### src/hw/rtl/ifsd_pkg.sv
// Shared types and constants for the IMU frame sync decoder.
package ifsd_pkg;

    localparam int unsigned FRAME_LEN = 11;
    // The eleventh byte is compared on arrival, so only ten bytes are held.
    localparam int unsigned WIN_LEN   = FRAME_LEN - 1;
    localparam int unsigned WIN_IDX_W = $clog2(WIN_LEN);
    localparam int unsigned FILL_W    = 4;

    localparam logic [7:0] SYNC_BYTE  = 8'h55;
    localparam logic [7:0] TYPE_ACCEL = 8'h51;
    localparam logic [7:0] TYPE_GYRO  = 8'h52;
    localparam logic [7:0] TYPE_ANGLE = 8'h53;

    typedef enum logic [1:0] {
        KIND_ACCEL = 2'd0,
        KIND_GYRO  = 2'd1,
        KIND_ANGLE = 2'd2
    } t_kind;

    typedef struct packed {
        t_kind              kind;
        logic signed [15:0] axis_x;
        logic signed [15:0] axis_y;
        logic signed [15:0] axis_z;
        logic signed [15:0] temp_raw;
    } t_result;

endpackage

### src/hw/rtl/ifsd_front.sv
// Front end: byte window, sync and checksum check, frame type decode.
module ifsd_front
    import ifsd_pkg::*;
(
    input  logic       i_clk,
    input  logic       i_rst_n,
    input  logic       i_accept,
    input  logic [7:0] i_rx_byte,
    output logic       o_push,
    output t_result    o_push_data
);

    logic [FILL_W-1:0] r_fill;
    logic [FILL_W-1:0] n_fill;
    logic [7:0]        r_win [WIN_LEN];
    logic [7:0]        n_win [WIN_LEN];
    logic [7:0]        w_sum;
    logic [7:0]        w_pair [WIN_LEN/2];
    logic              w_full;
    logic              w_frame_ok;
    logic              w_known;
    t_kind             w_kind;

    // Sum the ten held bytes modulo 256 as a shallow tree
    always_comb begin
        for (int i = 0; i < WIN_LEN / 2; i++) begin
            w_pair[i] = r_win[2*i] + r_win[2*i+1];
        end
        w_sum = '0;
        for (int i = 0; i < WIN_LEN / 2; i++) begin
            w_sum = w_sum + w_pair[i];
        end
    end

    // Check the frame when the incoming byte completes the window
    assign w_full     = (r_fill >= FILL_W'(WIN_LEN));
    assign w_frame_ok = w_full && (r_win[0] == SYNC_BYTE) && (w_sum == i_rx_byte);

    // Decode the frame type byte
    always_comb begin
        w_known = 1'b1;
        w_kind  = KIND_ACCEL;
        unique case (r_win[1])
            TYPE_ACCEL: w_kind = KIND_ACCEL;
            TYPE_GYRO:  w_kind = KIND_GYRO;
            TYPE_ANGLE: w_kind = KIND_ANGLE;
            default:    w_known = 1'b0;
        endcase
    end

    // Hand a decoded frame to the queue
    assign o_push               = i_accept && w_frame_ok && w_known;
    assign o_push_data.kind     = w_kind;
    assign o_push_data.axis_x   = {r_win[3], r_win[2]};
    assign o_push_data.axis_y   = {r_win[5], r_win[4]};
    assign o_push_data.axis_z   = {r_win[7], r_win[6]};
    assign o_push_data.temp_raw = {r_win[9], r_win[8]};

    // Append, clear on a good frame, or slide by one byte on a bad one
    always_comb begin
        n_fill = r_fill;
        n_win  = r_win;
        if (i_accept) begin
            if (!w_full) begin
                for (int i = 0; i < WIN_LEN; i++) begin
                    if (r_fill == FILL_W'(i)) begin
                        n_win[i] = i_rx_byte;
                    end
                end
                n_fill = r_fill + 1'b1;
            end else if (w_frame_ok) begin
                n_fill = '0;
            end else begin
                for (int i = 0; i < WIN_LEN - 1; i++) begin
                    n_win[i] = r_win[i+1];
                end
                n_win[WIN_LEN-1] = i_rx_byte;
                n_fill = FILL_W'(WIN_LEN);
            end
        end
    end

    always_ff @(posedge i_clk) begin
        if (!i_rst_n) begin
            r_fill <= '0;
        end else begin
            r_fill <= n_fill;
        end
    end

    always_ff @(posedge i_clk) begin
        r_win <= n_win;
    end

`ifndef SYNTHESIS
    a_fill_bound: assert property (@(posedge i_clk) disable iff (!i_rst_n)
        r_fill <= FILL_W'(WIN_LEN))
        else $error("window fill count beyond ten bytes");

    a_clear_after_push: assert property (@(posedge i_clk) disable iff (!i_rst_n)
        o_push |=> (r_fill == '0))
        else $error("window not cleared after an accepted frame");
`endif

endmodule

### src/hw/rtl/ifsd_queue.sv
// Short result queue between the front end and the output stage.
module ifsd_queue
    import ifsd_pkg::*;
#(
    parameter int unsigned DEPTH = 4
) (
    input  logic    i_clk,
    input  logic    i_rst_n,
    input  logic    i_push,
    input  t_result i_push_data,
    output logic    o_full,
    output logic    o_valid,
    output t_result o_data,
    input  logic    i_pop
);

    localparam int unsigned PTR_W = (DEPTH > 1) ? $clog2(DEPTH) : 1;
    localparam int unsigned CNT_W = $clog2(DEPTH + 1);

    t_result          r_mem [DEPTH];
    logic [PTR_W-1:0] r_wr_ptr;
    logic [PTR_W-1:0] r_rd_ptr;
    logic [CNT_W-1:0] r_count;
    logic             w_wr;
    logic             w_rd;

    assign o_full  = (r_count == CNT_W'(DEPTH));
    assign o_valid = (r_count != '0);
    assign o_data  = r_mem[r_rd_ptr];
    assign w_wr    = i_push && !o_full;
    assign w_rd    = i_pop && o_valid;

    // Store a pushed entry
    always_ff @(posedge i_clk) begin
        if (w_wr) begin
            r_mem[r_wr_ptr] <= i_push_data;
        end
    end

    // Advance pointers and occupancy
    always_ff @(posedge i_clk) begin
        if (!i_rst_n) begin
            r_wr_ptr <= '0;
            r_rd_ptr <= '0;
            r_count  <= '0;
        end else begin
            if (w_wr) begin
                r_wr_ptr <= (r_wr_ptr == PTR_W'(DEPTH - 1)) ? '0 : r_wr_ptr + 1'b1;
            end
            if (w_rd) begin
                r_rd_ptr <= (r_rd_ptr == PTR_W'(DEPTH - 1)) ? '0 : r_rd_ptr + 1'b1;
            end
            if (w_wr && !w_rd) begin
                r_count <= r_count + 1'b1;
            end else if (w_rd && !w_wr) begin
                r_count <= r_count - 1'b1;
            end
        end
    end

`ifndef SYNTHESIS
    a_no_push_full: assert property (@(posedge i_clk) disable iff (!i_rst_n)
        !(i_push && o_full))
        else $error("result pushed into a full queue");

    a_count_up: assert property (@(posedge i_clk) disable iff (!i_rst_n)
        (w_wr && !w_rd) |=> (r_count == $past(r_count) + 1'b1))
        else $error("queue count did not advance on push");
`endif

endmodule

### src/hw/rtl/ifsd_back.sv
// Output stage: registers one decoded result toward the consumer.
module ifsd_back
    import ifsd_pkg::*;
(
    input  logic    i_clk,
    input  logic    i_rst_n,
    input  logic    i_q_valid,
    input  t_result i_q_data,
    output logic    o_q_pop,
    input  logic    i_stall,
    output logic    o_valid,
    output t_result o_res
);

    logic    r_valid;
    t_result r_res;

    // Load when the register is empty or its transaction completes
    assign o_q_pop = i_q_valid && (!r_valid || !i_stall);

    always_ff @(posedge i_clk) begin
        if (!i_rst_n) begin
            r_valid <= 1'b0;
        end else if (o_q_pop) begin
            r_valid <= 1'b1;
        end else if (!i_stall) begin
            r_valid <= 1'b0;
        end
    end

    always_ff @(posedge i_clk) begin
        if (o_q_pop) begin
            r_res <= i_q_data;
        end
    end

    assign o_valid = r_valid;
    assign o_res   = r_res;

endmodule

### src/hw/rtl/imu_frame_sync_decoder.sv
// Top level: 11-byte sensor frame synchronizer and decoder.
// Throughput: one byte per cycle; input stalls only while the result queue is full.
// Path: the final byte of a frame is checked and written into the queue as it is accepted,
//   then the output register loads it from the queue head and raises o_valid.
// Reset: synchronous active-low i_rst_n empties the window, queue and output register.
module imu_frame_sync_decoder
    import ifsd_pkg::*;
#(
    parameter int unsigned QUEUE_DEPTH = 4
) (
    input  logic               i_clk,
    input  logic               i_rst_n,
    input  logic               i_valid,
    output logic               o_stall,
    input  logic [7:0]         i_rx_byte,
    output logic               o_valid,
    input  logic               i_stall,
    output logic [1:0]         o_kind,
    output logic signed [15:0] o_axis_x,
    output logic signed [15:0] o_axis_y,
    output logic signed [15:0] o_axis_z,
    output logic signed [15:0] o_temp_raw
);

    logic    w_accept;
    logic    w_push;
    t_result w_push_data;
    logic    w_q_full;
    logic    w_q_valid;
    t_result w_q_data;
    logic    w_q_pop;
    t_result w_res;

    assign o_stall  = w_q_full;
    assign w_accept = i_valid && !w_q_full;

    ifsd_front u_front (
        .i_clk       (i_clk),
        .i_rst_n     (i_rst_n),
        .i_accept    (w_accept),
        .i_rx_byte   (i_rx_byte),
        .o_push      (w_push),
        .o_push_data (w_push_data)
    );

    ifsd_queue #(
        .DEPTH (QUEUE_DEPTH)
    ) u_queue (
        .i_clk       (i_clk),
        .i_rst_n     (i_rst_n),
        .i_push      (w_push),
        .i_push_data (w_push_data),
        .o_full      (w_q_full),
        .o_valid     (w_q_valid),
        .o_data      (w_q_data),
        .i_pop       (w_q_pop)
    );

    ifsd_back u_back (
        .i_clk     (i_clk),
        .i_rst_n   (i_rst_n),
        .i_q_valid (w_q_valid),
        .i_q_data  (w_q_data),
        .o_q_pop   (w_q_pop),
        .i_stall   (i_stall),
        .o_valid   (o_valid),
        .o_res     (w_res)
    );

    assign o_kind     = w_res.kind;
    assign o_axis_x   = w_res.axis_x;
    assign o_axis_y   = w_res.axis_y;
    assign o_axis_z   = w_res.axis_z;
    assign o_temp_raw = w_res.temp_raw;

endmodule

### config.mk
export PLATFORM = sky130hd
export DESIGN_NAME = imu_frame_sync_decoder
export DESIGN_NICKNAME = d
export VERILOG_FILES = /design/src/hw/rtl/ifsd_pkg.sv /design/src/hw/rtl/ifsd_front.sv /design/src/hw/rtl/ifsd_queue.sv /design/src/hw/rtl/ifsd_back.sv /design/src/hw/rtl/imu_frame_sync_decoder.sv
export SDC_FILE = /design/constraint.sdc
export NUM_CORES = 1
export LEC_CHECK = 0
export BUFFER_PORTS_ARGS = -buffer_cell sky130_fd_sc_hd__buf_4
export CORE_MARGIN = 1
export CORE_UTILIZATION = 60
export CTS_CLUSTER_DIAMETER = 50
export DETAILED_ROUTE_END_ITERATION = 12
export PLACE_DENSITY = 0.8
export REMOVE_ABC_BUFFERS = 1
export SLEW_MARGIN = 30
export SYNTH_ARGS = -nofsm -noshare
export SYNTH_HDL_FRONTEND = slang
export SYNTH_SLANG_ARGS = --single-unit
### constraint.sdc
create_clock -name i_clk -period 10.05 [get_ports i_clk]
set_clock_uncertainty 0.2 [all_clocks]
set_input_delay 0 -clock i_clk [delete_from_list [all_inputs] [get_ports i_clk]]
set_output_delay 0 -clock i_clk [all_outputs]
set_load 0.03 [all_outputs]
# Word level (Yosys, flattened, before mapping)
# Memories as Yosys holds them, arrays and structs flattened. A register that Yosys moved wholly into a read port is not among the register bits.
# Index checks and enable logic that the tools add are counted.
# Widths: inputs -> output; s select.
word_totals:
  ff_bits: 92
  ram_bits: 264
  in_bits: 12
  out_inout_bits: 68
  mem_count: 1
classes:
  add_sub_neg: 14
  magnitude_cmp: 1
  n_eq_ne: 19
  mux: 24
  n_reduce_logical: 40
mem_list:
  columns: ["name", "words", "word_bits", "read_ports", "rd_clocked_by_memory_dff", "write_ports", "line_no", "source"]
  rows:
  - ["u_queue.r_mem", 4, 66, 1, 1, 1, "ifsd_queue.sv:20", "t_result r_mem [DEPTH];"]
op_table:
  columns: ["cell", "count"]
  rows:
  - ["$mux 80", 2]
  - ["$mux 8", 10]
  - ["$add 8x8->8", 9]
  - ["$eq 8x7->1 const B", 4]
  - ["$reduce_and 3->1", 10]
  - ["$reduce_bool 2->1", 11]
  - ["$eq 4x3->1 const B", 4]
  - ["$logic_and 1x1->1", 10]
  - ["$eq 4x2->1 const B", 2]
  - ["$eq 4x4->1 const B", 2]
  - ["$eq 8x8->1", 1]
  - ["$mux 4", 2]
  - ["$mux 3", 2]
  - ["$logic_not 1->1", 5]
  - ["$mux 1", 5]
  - ["$add 2x1->2 const B", 2]
  - ["$add 4x1->4 const B", 1]
  - ["$eq 2x2->1 const B", 2]
  - ["$eq 4x1->1 const B", 1]
  - ["$ge 4x4->1 const B", 1]
  - ["$logic_not 4->1", 1]
  - ["$mux 2", 2]
  - ["$pmux 2 s2", 1]
  - ["$add 3x1->3 const B", 1]
  - ["other kinds (7)", 7]

# Longest topological paths before layout
depth:
  depth_word: 14
  depth_mapped: 24
  mapped_depth_nobuf: 24

# By module
# From an unflattened synthesis, not the netlist that was laid out.
unflattened:
  cells_unflattened: 943
  hier_area_um2: 17924.7
by_module_without_submodules:
  columns: ["module", "instances", "cells_each", "area_each_um2", "seq_area_each_um2"]
  rows:
  - ["ifsd_queue", 1, 395, 9994.6, 8107.8]
  - ["ifsd_front", 1, 477, 5895.7, 2482.4]
  - ["ifsd_back", 1, 70, 2020.7, 2001.9]
  - ["imu_frame_sync_decoder", 1, 1, 13.8, 0.0]

# Least setup slack after synthesis
# OpenSTA, ideal clock, no wires.
synth_path:
  path_kind: "register -> register"
  startpoint: "reg u_front.r_win, in the netlist u_front.o_push_data[34]"
  endpoint: "mem u_queue.r_mem[0][0] in the netlist's numbering, enable pin"
  setup_time_ns: 0.395
  t_arrival_ns: 5.557
  required_ns: 9.455
  setup_slack_ns: 3.899
  path_stages_with_launch: 17
  path_buffers: 0
  path_cell_list: "edfxtp_1 -> fa_1 -> inv_1 -> fa_1 -> fa_1 -> fa_1 -> inv_1 -> fa_1 -> inv_1 -> fa_1 -> nor2b_1 -> o21ai_0 -> a21boi_0 -> o21ai_0 -> a21o_2 -> a2111oi_4 -> and2_2"
synth_via:
  elab_chain_len: 11
synth_rtl:
  columns: ["item", "line_no", "source"]
  rows:
  - ["from (decl)", "ifsd_front.sv:15", "logic [7:0] r_win [WIN_LEN];"]
  - ["from (signal assigned)", "ifsd_front.sv:92", "r_win <= n_win;"]
  - ["$add 8x8->8", "ifsd_front.sv:27", "w_pair[i] = r_win[2*i] + r_win[2*i+1];"]
  - ["$add 8x8->8 (3 in a row)", "ifsd_front.sv:31", "w_sum = w_sum + w_pair[i];"]
  - ["$eq 8x8->1", "ifsd_front.sv:37", "assign w_frame_ok = w_full && (r_win[0] == SYNC_BYTE) && (w_sum == i_rx_byte);"]
  - ["$logic_and 1x1->1", "ifsd_front.sv:37", null]
  - ["$logic_and 1x1->1 (2 in a row)", "ifsd_front.sv:52", "assign o_push = i_accept && w_frame_ok && w_known;"]
  - ["$logic_and 1x1->1", "ifsd_queue.sv:30", "assign w_wr = i_push && !o_full;"]
  - ["named net u_queue.w_wr", "ifsd_queue.sv:24", "logic w_wr;"]
  - ["$mux 1", "ifsd_queue.sv:35", "if (w_wr) begin"]
  - ["$mux 1 (not written as such)", "ifsd_queue.sv:36", "r_mem[r_wr_ptr] <= i_push_data;"]
  - ["to (decl)", "ifsd_queue.sv:20", null]
# The timed path passes the listed nets, and every way through them passes these cells.

# Worst setup path in the final report
layout_path:
  startpoint: "reg u_front.r_win, in the netlist u_front.o_push_data[10]"
  endpoint: "mem u_queue.r_mem[1][11] in the netlist's numbering, enable pin"
layout_via:
  elab_chain_len: 9
layout_rtl:
  columns: ["item", "line_no"]
  rows:
  - ["$add 8x8->8", "ifsd_front.sv:27"]
  - ["$add 8x8->8", "ifsd_front.sv:31"]
  - ["$eq 8x8->1", "ifsd_front.sv:37"]
  - ["$logic_and 1x1->1", "ifsd_front.sv:37"]
  - ["$logic_and 1x1->1 (2 in a row)", "ifsd_front.sv:52"]
  - ["$logic_and 1x1->1", "ifsd_queue.sv:30"]
  - ["named net u_queue.w_wr", "ifsd_queue.sv:24"]
  - ["$mux 1", "ifsd_queue.sv:35"]
  - ["$mux 1 (not written as such)", "ifsd_queue.sv:36"]
# The timed path passes the listed nets, and every way through them passes these cells.

==> flow_summary.yaml <==
outcome:
  outcome: "finished, final reports clean"
worst_setup_path:
  cpMostUsedCell: "fa_1"
  crit_family: "adder cells"
  startpoint_type: "flip-flop"
  worstPathCellList: "fa_1 > inv_1 > fa_1 > fa_1 > fa_1 > inv_1 > fa_1 > inv_1 > fa_1 > xor2_1 > nand3_1 > nor3_1 > nand4_1 > a2111oi_4 > and2_2 > buf_4"
  worstSetupPathType: "flip-flop to flip-flop"
  slowest_stage: "and2_2"
  critPathBufInv: 4
  required_ns: 10.01
  cp-end-kind: "flip-flop"
  crit_path_max_incr_delay_ns: 0.73
  critPathMaxFanout: 42
  cp.arrival_ns: 7.05
cts:
  cts.sinks: 422
  cts_root_buf: "clkbuf_16"
  cts_setup_buffers: 0
  clkLatencyLatePin_ns: 0.53
  clk_pin_slew_ns: 0.06
  clockBufferDepth: 3
  cts_buffers: 42
  cts_tree: "yes"
  h-tree-depth: 2
sta:
  grt_setup_unrepaired: "false"
  hold_violations: 0
  min_period_over_period_pct: 70.6
  relSlewSlack_pct: 40.0
  slew_violations: 0
  finalSetupTns_ns: 0
  finalSetupViolations: 0
  max_freq_mhz: 141
  fin_crit_ns: 7.10
  tightest_slew_ns: 0.896
logic_synthesis:
  ys_warn_count: 0
  avgSynthCellArea_um2: 19.9
  syn_area_um2: 17100
  synthTopCellsByCount: "edfxtp_1, a21o_1, mux4_2"
  synth.area.top_cells: "edfxtp_1, mux4_2, fa_1"
  synthCells: 860
  synth_seq_cells: 422
  synth_flop_cell: "edfxtp_1"
  synth_edf_count: 410
  ys_seq_area_share_pct: 73.2
  async_flop_share_pct: 0
  synth.most_common_cell: "edfxtp_1"
  yosysTopAreaCellShare_pct: 71.8
  ys_types: 39
  synth_largest_area_cell: "edfxtp_1"
placement:
  place_hpwl_um: 18700
  gp_congestion: 0.868
  port_buffers: 79
route:
  post_drt_wl_per_cell_um: 22.9
  via_count: 8135
  vias_per_cell: 5.88
  drc: 0
  routed_wl_um: 31700
  drt-initial-drc-count: 783
  drt_first_pass_iters: 5
  ant_nets: 0
grt:
  grt_use_total_pct: 23.1
  grt_pass1_wl_um: 49000
  antenna_found_initial: 0
  grt-ovfl-total: 0
  grt_pass1_vias: 8513
  grt_max_degree: 94
cells_and_area:
  fin_nets: 1057
  drive_gt1_share_pct: 23.2
  fin_util_pct: 70.6
  syn_to_final_growth_pct: 15.1
  antennaDiodeCount: 0
run:
  maxCapViolCount: 0
floorplan:
  start_util_pct: 61.3
  core_um2: 27900
  die_h_um: 171
  rows: 61
  pin_count: 80
  die_w_um: 171
  dieArea_um2: 29200
pwr:
  powerDensity_nw_per_um2: 266
  power_leakage_nw: 7.02
  ir_drop_v: 0.000299
min_path:
  hp-class: "input pin to flip-flop"
-- cells in the final DEF (no fill, tap or decap), types with 8 or more instances in the layout --
master,count
clkbuf_1,12
a21o_1,73
dfxtp_1,10
ha_1,21
nor2b_1,17
inv_1,59
mux4_2,66
dlygate4sd3_1,12
nor2_1,12
xnor2_1,22
buf_4,90
clkinv_1,9
a21oi_1,15
o21ai_0,8
fa_1,51
edfxtp_1,410
clkbuf_16,45
-- logic make-up after synthesis --
logic type / after synthesis / share of synthesized area (%)
buf+inv: 95 / 2.10
simple gates: 65 / 2.16
compound gates: 107 / 4.50
mux: 69 / 8.85
flops: 422 / 73.2
fa+ha+maj: 72 / 7.49
xor+xnor: 30 / 1.66
-- worst paths after layout --
check | endpoint | startpoint | cells after the start | slack (ns)
worst min-delay path | u_front.o_push_data[14] | i_rx_byte[6] | 2 | 0.04
worst max register to register | u_queue.r_mem[1][11] | u_front.o_push_data[10] | 16 | 2.95
worst max-delay path | u_queue.r_mem[1][11] | u_front.o_push_data[10] | 16 | 2.95
worst min register to register | u_queue.r_rd_ptr[1] | u_queue.r_rd_ptr[1] | 2 | 0.30
-- area by class of cell --
class                   instances  area (um^2)
flip-flops and latches        422        12600
inverters                      60          225
repair buffers                104          835
multi-input cells             343         4240
fillers                      1702         8210
clock buffers                  57         1170
well taps                     378          473
clock inverters                20          224
-- state kept, by name, summed over array words and instances, names as in the netlist --
name / count
u_back.o_res: 66
u_back.o_valid: 1
u_front.o_push_data: 64
u_queue.r_count: 3
u_front.r_win: 16
u_queue.r_wr_ptr: 2
u_front.r_fill: 4
u_queue.r_mem: 264
u_queue.r_rd_ptr: 2
-- where the power goes --
| part | internal [mW] | switching, mW | leakage (nW) |
|---|---|---|---|
| Sequential | 2.15 | 0.0847 | 3.85 |
| Combinational | 0.615 | 0.836 | 2.50 |
| Clock | 0.946 | 0.617 | 0.674 |
| Total | 3.72 | 1.54 | 7.02 |
-- metal layers --
| layer | global-route usage, % | up-vias | share of wire, % | wire length, um |
|---|---|---|---|---|
| met1 | 31.9 | 4245 | 41 | 12900 |
| met2 | 38.0 | 297 | 51 | 16000 |
| li1 | - | 3529 | - | - |
| met4 | 7.22 | 0 | 2.6 | 817 |
| met3 | 3.84 | 64 | 6.1 | 1940 |
| met5 | 0 | - | 0 | 0 |
-- stage by stage --
step                      cell area (um^2)  setup slack (ns)  cells  hold slack [ns]  power [mW]
after floorplan                      17000              3.71    825           -0.101        3.33
after global placement               18200              3.10   1294           0.0238        3.69
after detailed placement             18200              3.00   1294           0.0229        3.73
after CTS                            19700              2.93   1383           0.0296        5.29
after global routing                 19700              2.60   1384           0.0427        5.49
final                                19700              2.95   1384           0.0449        5.25
-- timing repair --
action | in CTS | in global routing
hold buffers | 12 | 0
endpoints found under the hold margin | 31 | 0
gates resized for setup | 0 | 0
No activity file was read; power rests on OpenSTA's default activity.
